## config.mk

```make
export PLATFORM = sky130hd
export DESIGN_NAME = quadrature_decoder_with_speed_top
export DESIGN_NICKNAME = d
export VERILOG_FILES = /design/src/hw/rtl/qdec_pkg.sv /design/src/hw/rtl/qdec_ctrl.sv /design/src/hw/rtl/qdec_dp.sv /design/src/hw/rtl/quadrature_decoder_with_speed_top.sv
export SDC_FILE = /design/constraint.sdc
export NUM_CORES = 2
export LEC_CHECK = 0
export BUFFER_PORTS_ARGS = -buffer_cell sky130_fd_sc_hd__buf_4
export CORE_UTILIZATION = 50
export CTS_BUF_LIST = sky130_fd_sc_hd__clkbuf_4 sky130_fd_sc_hd__clkbuf_8
export CTS_CLUSTER_SIZE = 16
export DETAILED_ROUTE_END_ITERATION = 12
export PLACE_DENSITY = 0.66
export SKIP_CTS_REPAIR_TIMING = 1
export SKIP_LAST_GASP = 1
export SLEW_MARGIN = 5
export SYNTH_ARGS = -nofsm -noshare
export SYNTH_HDL_FRONTEND = slang
export SYNTH_SLANG_ARGS = --single-unit
export TNS_END_PERCENT = 20
```

## constraint.sdc

```tcl
create_clock -name clk -period 25.3 [get_ports clk]
set_input_delay 2.53 -clock clk [delete_from_list [all_inputs] [get_ports clk]]
set_output_delay 2.53 -clock clk [all_outputs]
set_load 0.005 [all_outputs]
```

## src/hw/rtl/qdec_pkg.sv

```systemverilog
// Shared types, codes and constants of the quadrature decoder.
package qdec_pkg;

  // item kinds on the input tuser
  localparam logic [1:0] KIND_SAMPLE = 2'd0;
  localparam logic [1:0] KIND_TICK   = 2'd1;
  localparam logic [1:0] KIND_CLEAR  = 2'd2;

  // direction codes
  localparam logic [1:0] DIR_UNKNOWN = 2'd0;
  localparam logic [1:0] DIR_CW      = 2'd1;
  localparam logic [1:0] DIR_CCW     = 2'd2;

  // step codes from the transition table
  localparam logic [1:0] STEP_NONE = 2'd0;
  localparam logic [1:0] STEP_UP   = 2'd1;
  localparam logic [1:0] STEP_DOWN = 2'd2;

  // configuration register indexes
  localparam int unsigned CFG_ADDR_W = 1;
  localparam int unsigned CFG_DATA_W = 32;
  localparam logic [CFG_ADDR_W-1:0] CFG_COUNTS_PER_REV  = 1'd0;
  localparam logic [CFG_ADDR_W-1:0] CFG_IDLE_TIMEOUT_US = 1'd1;

  localparam logic [15:0] CPR_RESET  = 16'd2048;
  localparam logic [31:0] IDLE_RESET = 32'd500000;

  // stream widths
  localparam int unsigned IN_TDATA_W  = 40;
  localparam int unsigned OUT_TDATA_W = 104;

  // 60e6 * 256 = 234375 * 2^16
  localparam logic [17:0] SPEED_K     = 18'd234375;
  localparam int unsigned SPEED_SHIFT = 16;
  localparam int unsigned DIV_W       = 48;
  localparam int unsigned QUO_W       = 32;
  localparam int unsigned CNT_W       = 5;
  localparam logic [31:0] SAT_MAG     = 32'h8000_0000;
  localparam logic [31:0] SAT_POS     = 32'h7FFF_FFFF;

  typedef struct packed {
    logic latch;
    logic exec;
    logic mul_step;
    logic div_init;
    logic div_step;
    logic finish;
    logic load_out;
  } qdec_cmd_t;

  typedef struct packed {
    logic [1:0] kind;
    logic       primed;
    logic       div_zero;
  } qdec_sts_t;

  // x4 decode of previous and current AB pair, A in the high bit
  function automatic logic [1:0] qdec_step(input logic [1:0] prev, input logic [1:0] cur);
    logic [1:0] s;
    case ({prev, cur})
      4'b0001: s = STEP_DOWN;
      4'b0010: s = STEP_UP;
      4'b0100: s = STEP_UP;
      4'b0111: s = STEP_DOWN;
      4'b1000: s = STEP_DOWN;
      4'b1011: s = STEP_UP;
      4'b1101: s = STEP_UP;
      4'b1110: s = STEP_DOWN;
      default: s = STEP_NONE;
    endcase
    return s;
  endfunction

endpackage

```

## src/hw/rtl/qdec_ctrl.sv

```systemverilog
// Sequencer of the quadrature decoder: item flow, multiply and divide steps.
module qdec_ctrl #(
  parameter int unsigned POSITION_WIDTH = 32
) (
  input  logic              clk,
  input  logic              rst_n,
  input  logic              in_tvalid,
  output logic              in_tready,
  output logic              out_tvalid,
  input  logic              out_tready,
  input  qdec_pkg::qdec_sts_t sts,
  output qdec_pkg::qdec_cmd_t cmd
);
  import qdec_pkg::*;

  localparam int unsigned NCH = (POSITION_WIDTH + 31) / 32;

  typedef enum logic [2:0] {
    S_IDLE, S_EXEC, S_MUL, S_DINIT, S_DIV, S_FINISH, S_WRITE
  } state_t;

  state_t           state_r, state_nxt;
  logic [CNT_W-1:0] cnt_r, cnt_nxt;
  logic             in_tready_r, in_tready_nxt;
  logic             out_tvalid_r, out_tvalid_nxt;

  always_comb begin
    state_nxt      = state_r;
    cnt_nxt        = cnt_r;
    out_tvalid_nxt = out_tvalid_r && !out_tready;
    cmd            = '0;
    case (state_r)
      S_IDLE: begin
        if (in_tvalid && in_tready_r) begin
          cmd.latch = 1'b1;
          state_nxt = S_EXEC;
        end
      end
      S_EXEC: begin
        cmd.exec = 1'b1;
        if (sts.kind == KIND_TICK && sts.primed) begin
          if (sts.div_zero) begin
            state_nxt = S_FINISH;
          end else begin
            state_nxt = S_MUL;
            cnt_nxt   = CNT_W'(NCH - 1);
          end
        end else begin
          state_nxt = S_WRITE;
        end
      end
      S_MUL: begin
        cmd.mul_step = 1'b1;
        if (cnt_r == '0) begin
          state_nxt = S_DINIT;
        end else begin
          cnt_nxt = cnt_r - 1'b1;
        end
      end
      S_DINIT: begin
        cmd.div_init = 1'b1;
        cnt_nxt      = CNT_W'(QUO_W - 1);
        state_nxt    = S_DIV;
      end
      S_DIV: begin
        cmd.div_step = 1'b1;
        if (cnt_r == '0) begin
          state_nxt = S_FINISH;
        end else begin
          cnt_nxt = cnt_r - 1'b1;
        end
      end
      S_FINISH: begin
        cmd.finish = 1'b1;
        state_nxt  = S_WRITE;
      end
      S_WRITE: begin
        if (!out_tvalid_r || out_tready) begin
          cmd.load_out   = 1'b1;
          out_tvalid_nxt = 1'b1;
          state_nxt      = S_IDLE;
        end
      end
      default: state_nxt = S_IDLE;
    endcase
    in_tready_nxt = (state_nxt == S_IDLE);
  end

  always_ff @(posedge clk) begin
    if (!rst_n) begin
      state_r      <= S_IDLE;
      cnt_r        <= '0;
      in_tready_r  <= 1'b0;
      out_tvalid_r <= 1'b0;
    end else begin
      state_r      <= state_nxt;
      cnt_r        <= cnt_nxt;
      in_tready_r  <= in_tready_nxt;
      out_tvalid_r <= out_tvalid_nxt;
    end
  end

  assign in_tready  = in_tready_r;
  assign out_tvalid = out_tvalid_r;

endmodule

```

## src/hw/rtl/qdec_dp.sv

```systemverilog
// Datapath of the quadrature decoder: counter state, speed multiply and divide.
module qdec_dp #(
  parameter int unsigned POSITION_WIDTH = 32
) (
  input  logic                                  clk,
  input  logic                                  rst_n,
  input  logic                                  cfg_wr_en,
  input  logic [qdec_pkg::CFG_ADDR_W-1:0]        cfg_addr,
  input  logic [qdec_pkg::CFG_DATA_W-1:0]        cfg_wdata,
  input  logic [1:0]                            in_tuser,
  input  logic [qdec_pkg::IN_TDATA_W-1:0]        in_tdata,
  output logic [qdec_pkg::OUT_TDATA_W-1:0]       out_tdata,
  input  qdec_pkg::qdec_cmd_t                    cmd,
  output qdec_pkg::qdec_sts_t                    sts
);
  import qdec_pkg::*;

  localparam int unsigned PW  = POSITION_WIDTH;
  localparam int unsigned NCH = (PW + 31) / 32;
  localparam int unsigned MW  = NCH * 32;
  localparam int unsigned PRW = PW + 18;
  localparam int unsigned HW  = PRW - SPEED_SHIFT;
  localparam int unsigned CW  = (HW > DIV_W) ? HW : DIV_W;
  localparam int unsigned XW  = (PW > 32) ? PW : 32;

  // configuration
  logic [15:0] cpr_r;
  logic [31:0] idle_r;

  // decoder state
  logic [1:0]    prev_ab_r;
  logic [PW-1:0] pos_r;
  logic [1:0]    dir_r;
  logic [31:0]   pulse_r;
  logic [31:0]   speed_r;
  logic [31:0]   calc_time_r;
  logic [PW-1:0] calc_pos_r;
  logic          primed_r;

  // item and work registers
  logic [1:0]       kind_r;
  logic [1:0]       ab_r;
  logic [31:0]      now_r;
  logic             calc_r;
  logic             neg_r;
  logic [MW-1:0]    mag_r;
  logic [DIV_W-1:0] d_r;
  logic [PRW-1:0]   prod_r;
  logic [DIV_W-1:0] rem_r;
  logic [QUO_W-1:0] quo_r;
  logic [31:0]      sh_r;
  logic             ovf_r;

  // output register
  logic [31:0] o_pos_r, o_speed_r, o_pulse_r;
  logic [1:0]  o_dir_r;

  logic [31:0]      dt;
  logic [PW-1:0]    diff;
  logic [DIV_W-1:0] d_prod;
  logic [49:0]      mul_w;
  logic [HW-1:0]    hi;
  logic [DIV_W:0]   trial;
  logic             ge;
  logic [31:0]      cap, spd, spd_new;
  logic [1:0]       step;
  logic [XW-1:0]    pos_ext;

  assign dt      = now_r - calc_time_r;
  assign diff    = pos_r - calc_pos_r;
  assign d_prod  = DIV_W'(cpr_r) * DIV_W'(dt);
  assign mul_w   = 50'(mag_r[MW-1 -: 32]) * 50'(SPEED_K);
  assign hi      = prod_r[PRW-1:SPEED_SHIFT];
  assign trial   = {rem_r, sh_r[31]};
  assign ge      = (trial >= {1'b0, d_r});
  assign step    = qdec_step(prev_ab_r, ab_r);
  assign pos_ext = XW'(pos_r);

  // saturate magnitude at 2^31, then apply sign; positive results clamp at 2^31-1
  always_comb begin
    cap     = (ovf_r || (quo_r > SAT_MAG)) ? SAT_MAG : quo_r;
    spd     = neg_r ? (32'h0 - cap) : (cap[31] ? SAT_POS : cap);
    spd_new = calc_r ? spd : speed_r;
  end

  assign sts.kind     = kind_r;
  assign sts.primed   = primed_r;
  assign sts.div_zero = (dt == 32'h0) || (cpr_r == 16'h0);

  always_ff @(posedge clk) begin
    if (!rst_n) begin
      cpr_r       <= CPR_RESET;
      idle_r      <= IDLE_RESET;
      prev_ab_r   <= '0;
      pos_r       <= '0;
      dir_r       <= DIR_UNKNOWN;
      pulse_r     <= '0;
      speed_r     <= '0;
      calc_time_r <= '0;
      calc_pos_r  <= '0;
      primed_r    <= 1'b0;
    end else begin
      if (cfg_wr_en) begin
        case (cfg_addr)
          CFG_COUNTS_PER_REV:  cpr_r  <= cfg_wdata[15:0];
          CFG_IDLE_TIMEOUT_US: idle_r <= cfg_wdata;
          default: ;
        endcase
      end
      if (cmd.exec) begin
        case (kind_r)
          KIND_SAMPLE: begin
            if (step == STEP_UP) begin
              pos_r   <= pos_r + PW'(1);
              dir_r   <= DIR_CW;
              pulse_r <= now_r;
            end else if (step == STEP_DOWN) begin
              pos_r   <= pos_r - PW'(1);
              dir_r   <= DIR_CCW;
              pulse_r <= now_r;
            end
            prev_ab_r <= ab_r;
          end
          KIND_TICK: begin
            if (!primed_r) begin
              primed_r    <= 1'b1;
              calc_time_r <= now_r;
              calc_pos_r  <= pos_r;
            end
          end
          KIND_CLEAR: begin
            pos_r   <= '0;
            speed_r <= '0;
            dir_r   <= DIR_UNKNOWN;
          end
          default: ;
        endcase
      end
      if (cmd.finish) begin
        if ((now_r - pulse_r) > idle_r) begin
          speed_r <= '0;
          dir_r   <= DIR_UNKNOWN;
        end else begin
          speed_r <= spd_new;
        end
        calc_time_r <= now_r;
        calc_pos_r  <= pos_r;
      end
    end
  end

  always_ff @(posedge clk) begin
    if (cmd.latch) begin
      kind_r <= in_tuser;
      ab_r   <= {in_tdata[0], in_tdata[1]};
      now_r  <= in_tdata[33:2];
    end
    if (cmd.exec) begin
      calc_r <= !sts.div_zero;
      neg_r  <= diff[PW-1];
      mag_r  <= MW'(diff[PW-1] ? (PW'(0) - diff) : diff);
      d_r    <= d_prod;
      prod_r <= '0;
    end
    if (cmd.mul_step) begin
      prod_r <= {prod_r[PRW-33:0], 32'h0} + PRW'(mul_w);
      mag_r  <= mag_r << 32;
    end
    if (cmd.div_init) begin
      ovf_r <= (CW'(hi) >= CW'(d_r));
      rem_r <= DIV_W'(hi);
      sh_r  <= {prod_r[SPEED_SHIFT-1:0], 16'h0};
      quo_r <= '0;
    end
    if (cmd.div_step) begin
      rem_r <= ge ? DIV_W'(trial - {1'b0, d_r}) : trial[DIV_W-1:0];
      quo_r <= {quo_r[QUO_W-2:0], ge};
      sh_r  <= sh_r << 1;
    end
    if (cmd.load_out) begin
      o_pos_r   <= pos_ext[31:0];
      o_speed_r <= speed_r;
      o_dir_r   <= dir_r;
      o_pulse_r <= pulse_r;
    end
  end

  assign out_tdata = {6'h0, o_pulse_r, o_dir_r, o_speed_r, o_pos_r};

endmodule

```

## src/hw/rtl/quadrature_decoder_with_speed_top.sv

```systemverilog
// Top level of the x4 quadrature decoder with speed measurement.
// Sequence: a pin sample, clear or priming tick passes S_EXEC and S_WRITE; a speed tick also
//   runs the 32x18 multiply steps, S_DINIT, the 32-step restoring divider and S_FINISH, or
//   skips to S_FINISH when elapsed time or counts_per_rev is zero. One item at a time: the next
//   beat is taken after write-back, which waits while an earlier result is still held.
// Reset: synchronous, active low; clears position, speed, direction, times and the
//   priming flag, and loads counts_per_rev = 2048 and idle_timeout_us = 500000.
module quadrature_decoder_with_speed_top #(
  parameter int unsigned POSITION_WIDTH = 32
) (
  input  logic                              clk,
  input  logic                              rst_n,
  // configuration write port
  input  logic                              cfg_wr_en,
  input  logic [qdec_pkg::CFG_ADDR_W-1:0]    cfg_addr,
  input  logic [qdec_pkg::CFG_DATA_W-1:0]    cfg_wdata,
  // input beats
  input  logic                              in_tvalid,
  output logic                              in_tready,
  input  logic [qdec_pkg::IN_TDATA_W-1:0]    in_tdata,  // pin_a, pin_b, now_us[31:0], pad
  input  logic [1:0]                        in_tuser,  // kind
  // result beats
  output logic                              out_tvalid,
  input  logic                              out_tready,
  output logic [qdec_pkg::OUT_TDATA_W-1:0]   out_tdata  // position, speed_rpm_q8, direction,
                                                      // last_pulse_us, pad
);
  import qdec_pkg::*;

  qdec_cmd_t cmd;
  qdec_sts_t sts;

  // sequencer: walks each item through execute and write-back, a speed tick also through multiply, divide and finish
  qdec_ctrl #(
    .POSITION_WIDTH(POSITION_WIDTH)
  ) u_ctrl (
    .clk       (clk),
    .rst_n     (rst_n),
    .in_tvalid (in_tvalid),
    .in_tready (in_tready),
    .out_tvalid(out_tvalid),
    .out_tready(out_tready),
    .sts       (sts),
    .cmd       (cmd)
  );

  // datapath: decoder state, config registers, speed arithmetic, result register
  qdec_dp #(
    .POSITION_WIDTH(POSITION_WIDTH)
  ) u_dp (
    .clk      (clk),
    .rst_n    (rst_n),
    .cfg_wr_en(cfg_wr_en),
    .cfg_addr (cfg_addr),
    .cfg_wdata(cfg_wdata),
    .in_tuser (in_tuser),
    .in_tdata (in_tdata),
    .out_tdata(out_tdata),
    .cmd      (cmd),
    .sts      (sts)
  );

  // an accepted beat closes the input until its result is written back
  a_accept_closes: assert property (@(posedge clk) disable iff (!rst_n)
    (in_tvalid && in_tready) |=> !in_tready)
    else $error("input still open after accepting a beat");

  // at most one datapath operation per cycle
  a_cmd_onehot: assert property (@(posedge clk) disable iff (!rst_n)
    $onehot0({cmd.exec, cmd.mul_step, cmd.div_init, cmd.div_step, cmd.finish, cmd.load_out}))
    else $error("overlapping datapath commands");

  // a write-back always presents a result
  a_load_shows: assert property (@(posedge clk) disable iff (!rst_n)
    cmd.load_out |=> out_tvalid)
    else $error("result loaded but not presented");

  // a taken result with nothing new behind it leaves the output empty
  a_taken_clears: assert property (@(posedge clk) disable iff (!rst_n)
    (out_tvalid && out_tready && !cmd.load_out) |=> !out_tvalid)
    else $error("result repeated after being taken");

endmodule
```

* Word level (Yosys, flattened, before mapping)
Memory sizes are Yosys's and may differ from the RTL's. Index checks and enable logic that the tools add are counted.
Storage, ports and cells: register bits 586, bits in latches 0, bits in writable memories 0, memory bits (read-only) 32, output and inout port bits 106, memories kept 1
Memories:
- (no name shown) | depth 16, width 2, rd ports 1, clocked after Yosys merged registers in 0, write ports 0, RTL line qdec_pkg.sv:60 | case ({prev, cur})
Cells by class: add/subtract/negate cells 10, multipliers 2, divide/modulo/power cells 0, magnitude comparators 4, equal/unequal tests 16, shift operators 0, multiplexer cells 59, bitwise logic cells 1, reduce and logical (&&, ||, !) cells 33
Operators by type and width (number):
- 32-bit 2-to-1 mux | 24
- 48-bit 2-to-1 mux | 3
- 50-bit 2-to-1 mux | 2
- 32-bit subtractor | 3
- 32-bit one-hot mux with 2 select lines | 1
- 1-bit by 32-bit subtractor with 32-bit output, first input constant | 2
- 50-bit adder | 1
- 32-bit by 18-bit multiplier with 50-bit output, second input constant | 1
- 49-bit by 48-bit >= comparator with 1-bit output | 1
- 34-bit by 48-bit >= comparator with 1-bit output | 1
- 16-bit by 32-bit multiplier with 48-bit output | 1
- 48-bit subtractor | 1
- 32-bit by 1-bit adder with 32-bit output, second input constant | 1
- 32-bit greater-than comparator | 1
- 32-bit greater-than comparator, second input constant | 1
- 32-bit logical NOT | 1
- 32-bit by 1-bit subtractor with 32-bit output, second input constant | 1
- 31-bit 2-to-1 mux | 1
- 3-bit one-hot mux with 7 select lines | 1
- 3-bit 2-to-1 mux | 6
- 16-bit logical NOT | 1
- 5-bit 2-to-1 mux | 3
- 5-bit one-hot mux with 3 select lines | 1
- 2-bit nonzero test | 7
- 24 further kinds | 59

* Longest topological paths before layout
depth after elaboration 8, depth in mapped cells 37, depth with buffers taken out 35

* Modules after synthesis
A second synthesis with hierarchy kept.
Second synthesis, totals: cell total of the unflattened synthesis 6305, area total of the unflattened synthesis 58917.8 um^2
By module, submodules not included:
- qdec_dp | times used 1, cells an instance 6222, area an instance 58232.1 um^2
- qdec_ctrl | times used 1, cells an instance 83, area an instance 685.7 um^2

* Least setup slack after synthesis
OpenSTA, ideal clock, no wires.
path type in2reg, start point in out_tready, end point reg u_dp.o_dir_r[0], enable pin, library setup time 0.675 ns, arrival time 9.216 ns, required time 24.625 ns, setup slack 15.409 ns, cell stages on the path 2, buffers on the path 0, cells stage by stage nor2b_1 > nor3_1
RTL lines:
- start, declared | RTL line quadrature_decoder_with_speed_top.sv:24 | input logic out_tready,
- end signal, assigned | RTL line qdec_dp.sv:183 | o_dir_r <= dir_r;
- end, declared | RTL line qdec_dp.sv:56 | logic [1:0] o_dir_r;

* Worst setup path in the final report
start point reg u_dp.now_r[4], end point reg u_dp.d_r[47], data pin
On the way: longest elaborated chain between the ends 2
RTL lines:
- start, declared | RTL line qdec_dp.sv:43 | logic [31:0] now_r;
- start signal, assigned | RTL line qdec_dp.sv:156 | now_r <= in_tdata[33:2];
- 32-bit subtractor | RTL line qdec_dp.sv:69 | assign dt = now_r - calc_time_r;
- 16-bit by 32-bit multiplier with 48-bit output | RTL line qdec_dp.sv:71 | assign d_prod = DIV_W'(cpr_r) * DIV_W'(dt);
- net u_dp.d_prod[47] | RTL line qdec_dp.sv:60 | logic [DIV_W-1:0] d_prod;
- end signal, assigned | RTL line qdec_dp.sv:162 | d_r <= d_prod;
- end, declared | RTL line qdec_dp.sv:47 | logic [DIV_W-1:0] d_r;
The timed path passes the listed nets, and every way through them passes these cells. A chain may end at the register's enable or synchronous reset.

==> impl_results.md <==
- Status: complete, no violations
- Number of vias in the routed layout: 45166
- Final estimated routing congestion in global placement: 0.934
- ANT nets after route: 0
- Starting Density: 0.506
- Worst hold path startpoint: u_dp.speed_r[27]$_SDFFE_PN0P_
- Accumulated negative setup slack: 0 ns
- Kind of start point of the critical path: flop
- DR DRC count: 0
- Die height: 345 um
- Top FF cell, synth: sky130_fd_sc_hd__edfxtp_1
- Htree depth: 3
- Final setup fails: 0
- Number of synthesis warnings: 0
- Final HPWL from detailed placement: 119000 um
- Post-synth cell types: 90
- Filler instances: between 10000 and 15000
- Clock tree from TritonCTS: yes
- Crit path DAT: 10.67 ns
- Number of nets in the layout: 7792
- Fraction of layout instances using a drive strength above 1: 0.0737
- Min-delay worst type: flop to flop
- Upper clock frequency limit: 98.2 MHz
- Cell seen most often among critical-path stages: sky130_fd_sc_hd__fa_1
- Vias per cell: around 5.6
- Global-route wire length before repair: roughly 250000 um
- Top-Level Pins: 186
- Number of cell rows: about 130
- Highest net fanout along the worst path: 12
- Clock sink count: 586
- Horizontal extent of the die: 345 um
- Area contributors post-synth: sky130_fd_sc_hd__fa_1, sky130_fd_sc_hd__edfxtp_1, sky130_fd_sc_hd__ha_1
- Source-to-sink clock delay at the later pin of the worst-skew pair: 0.77 ns
- Post-synth EDFFs: 331
- Largest net degree at the start of global routing: 98
- Proportion of netlist area held by the largest area contributor: 0.216
- Final hold violations: 0
- Number of antenna violations at the first check in global routing: 3
- Total clock buffers created by CTS: 99
- Slowest cell on the critical path: sky130_fd_sc_hd__o41ai_1
- Core Footprint: 117000 sq um
- Origin of the critical flop-to-flop path: u_dp.now_r[4]$_DFFE_PP_
- Max-cap violation count: 0
- Endpoint class of the critical path: flop
- Worst Hold Slack: 0.433 ns
- Minimum clock period after layout: 10.19 ns
- Growth of design area from synthesis to finish: 8.52%
- Die footprint: roughly 120000 sq um
- Final period util: 0.403
- Transition at the pin with the smallest max-transition slack: 1.22 ns
- Syn Area/Cell: 9.26 sq um
- Setup repair after global routing missed its margin: false
- Cell taking the most area after synthesis: sky130_fd_sc_hd__fa_1
- Async set-or-reset flop fraction in the synthesized netlist: 0
- Sequential-to-total area share from yosys stat: 0.255
- IO Port Bufs: 173
- Clock Path Buffers: 3
- Path type of the worst setup path: flop to flop
- Overall fraction of global-route tracks in use: 0.260
- Final worst clock skew: 0.0529 ns
- Area of the mapped netlist: 59000 sq um
- Root Buffer: sky130_fd_sc_hd__clkbuf_8
- CP startpoint: u_dp.now_r[4]$_DFFE_PP_
- Max-slew headroom: 0.184
- Worst Path Required: 25.79 ns
- Number of global-route vias before repair: around 46000
- Violation count after the first detailed-route iteration: 2965
- Clock input transition at the sequential cells of the worst setup and hold paths: 0.06 ns
- Number of pins with negative max-slew slack in the final report: 0
- Delay of the slowest cell on the worst path: approximately 0.75 ns
- Total congestion overflow: 0
- Mapped Cells: 6368
- Total iterations of the first detailed-routing run: 5
- Routed WL: 154000 um
- Number of synthesized register bits: 586
- Average wire length per cell after detail routing: 19.1 um
## through the flow
stage | std cells | util | setup slack, ns | cell area, sq um
6_report | 8083 | 0.549 | 15.11 | 64000
5_1_grt | 8083 | 0.549 | 14.52 | 64000
4_1_cts | 8078 | 0.549 | 15.16 | 64000
3_5_place_dp | 7893 | 0.531 | 15.22 | 61900
3_3_place_gp | 7893 | 0.531 | 15.37 | 61900
2_1_floorplan | 6373 | - | 15.41 | 59000
## worst paths after layout
check        cells after the start  slack [ns]                      endpoint
max                             30       15.11        u_dp.d_r[47]$_DFFE_PP_
min                              0        0.43  u_dp.o_speed_r[27]$_DFFE_PP_
min reg2reg                      0        0.43  u_dp.o_speed_r[27]$_DFFE_PP_
max reg2reg                     30       15.11        u_dp.d_r[47]$_DFFE_PP_
## cell type report
class                   instances  area [sq um]  share of cell area
multi-input cells            4653         39700               0.621
diodes                          5          12.5            0.000196
clock buffers                 144          1770              0.0277
clock inverters                41           334             0.00522
flip-flops and latches        586         15000               0.235
well taps                    1524          1910              0.0298
inverters                     879          3310              0.0517
repair buffers                251          1880              0.0295
## critical path: cells and delay by family (launching register included)
kind / cells / cell delay (ns)
AOI/OAI and AO/OA: 11 / 3.76
adders and majority gates: 8 / 3.89
and+or+nand+nor: 6 / 1.47
DFF: 1 / 0.52
buffers and inverters: 5 / 0.27
## synthesized netlist by cell type, drive strengths merged, types with 36 or more instances
cell type	n
inv	877
nand2	871
fa	635
ha	607
a21oi	441
edfxtp	331
nor2	302
dfxtp	255
clkbuf	237
o21ai	229
and2	183
xnor2	164
a21o	148
xor2	96
and3	88
nor2b	69
nand2b	59
nand3	59
nor3	55
mux2i	52
o21a	48
a211oi	46
nand4	45
a31oi	36
## flip-flops by register name, indices dropped and copies added (netlist names), 16 cells and up
signal and flops:
u_dp.calc_pos_r 32, u_dp.calc_time_r 32, u_dp.cpr_r 16, u_dp.d_r 48, u_dp.idle_r 32, u_dp.mag_r 32, u_dp.now_r 32, u_dp.o_pos_r 32
u_dp.o_pulse_r 32, u_dp.o_speed_r 32, u_dp.pos_ext 32, u_dp.prod_r 50, u_dp.pulse_r 32, u_dp.quo_r 32, u_dp.rem_r 48, u_dp.sh_r 16
u_dp.speed_r 32
## metal layers
layer	global-route usage	wire length, um	vias to the layer above
met4	0.0779	4470	4
met1	0.354	68900	21978
li1	-	-	21532
met5	0	28	-
met3	0.0427	9940	245
met2	0.425	70800	1407
## layout by cell type (no fill, tap or decap), types with 36 or more instances in the layout
cell type / instances
sky130_fd_sc_hd__o21a_1: 48
sky130_fd_sc_hd__nor2b_1: 69
sky130_fd_sc_hd__clkbuf_8: 110
sky130_fd_sc_hd__ha_1: 607
sky130_fd_sc_hd__a21oi_1: 439
sky130_fd_sc_hd__and3_1: 88
sky130_fd_sc_hd__nand3_1: 59
sky130_fd_sc_hd__nand2_1: 868
sky130_fd_sc_hd__and2_1: 182
sky130_fd_sc_hd__mux2i_1: 52
sky130_fd_sc_hd__a31oi_1: 36
sky130_fd_sc_hd__edfxtp_1: 331
sky130_fd_sc_hd__a21o_1: 148
sky130_fd_sc_hd__xnor2_1: 164
sky130_fd_sc_hd__o21ai_0: 219
sky130_fd_sc_hd__nor2_1: 297
sky130_fd_sc_hd__nor3_1: 51
sky130_fd_sc_hd__nand2b_1: 58
sky130_fd_sc_hd__buf_4: 251
sky130_fd_sc_hd__fa_1: 635
sky130_fd_sc_hd__xor2_1: 95
sky130_fd_sc_hd__inv_1: 876
sky130_fd_sc_hd__nand4_1: 45
sky130_fd_sc_hd__dfxtp_1: 255
sky130_fd_sc_hd__a211oi_1: 45
## cell families (layout without fill, tap and decap cells)
family | after synthesis | count (layout) | synth area share
compound gates | 1228 | 1228 | 0.132
xor+xnor | 260 | 260 | 0.0386
fa+ha+maj | 1242 | 1242 | 0.344
buf+inv | 1134 | 1315 | 0.0730
flops | 586 | 586 | 0.255
mux | 54 | 54 | 0.00921
other cells | 1 | 11 | 0.0000636
simple gates | 1863 | 1863 | 0.148
Power is not shown: default switching activity piles up to over one toggle a cycle in this logic, so the estimate is an artifact.
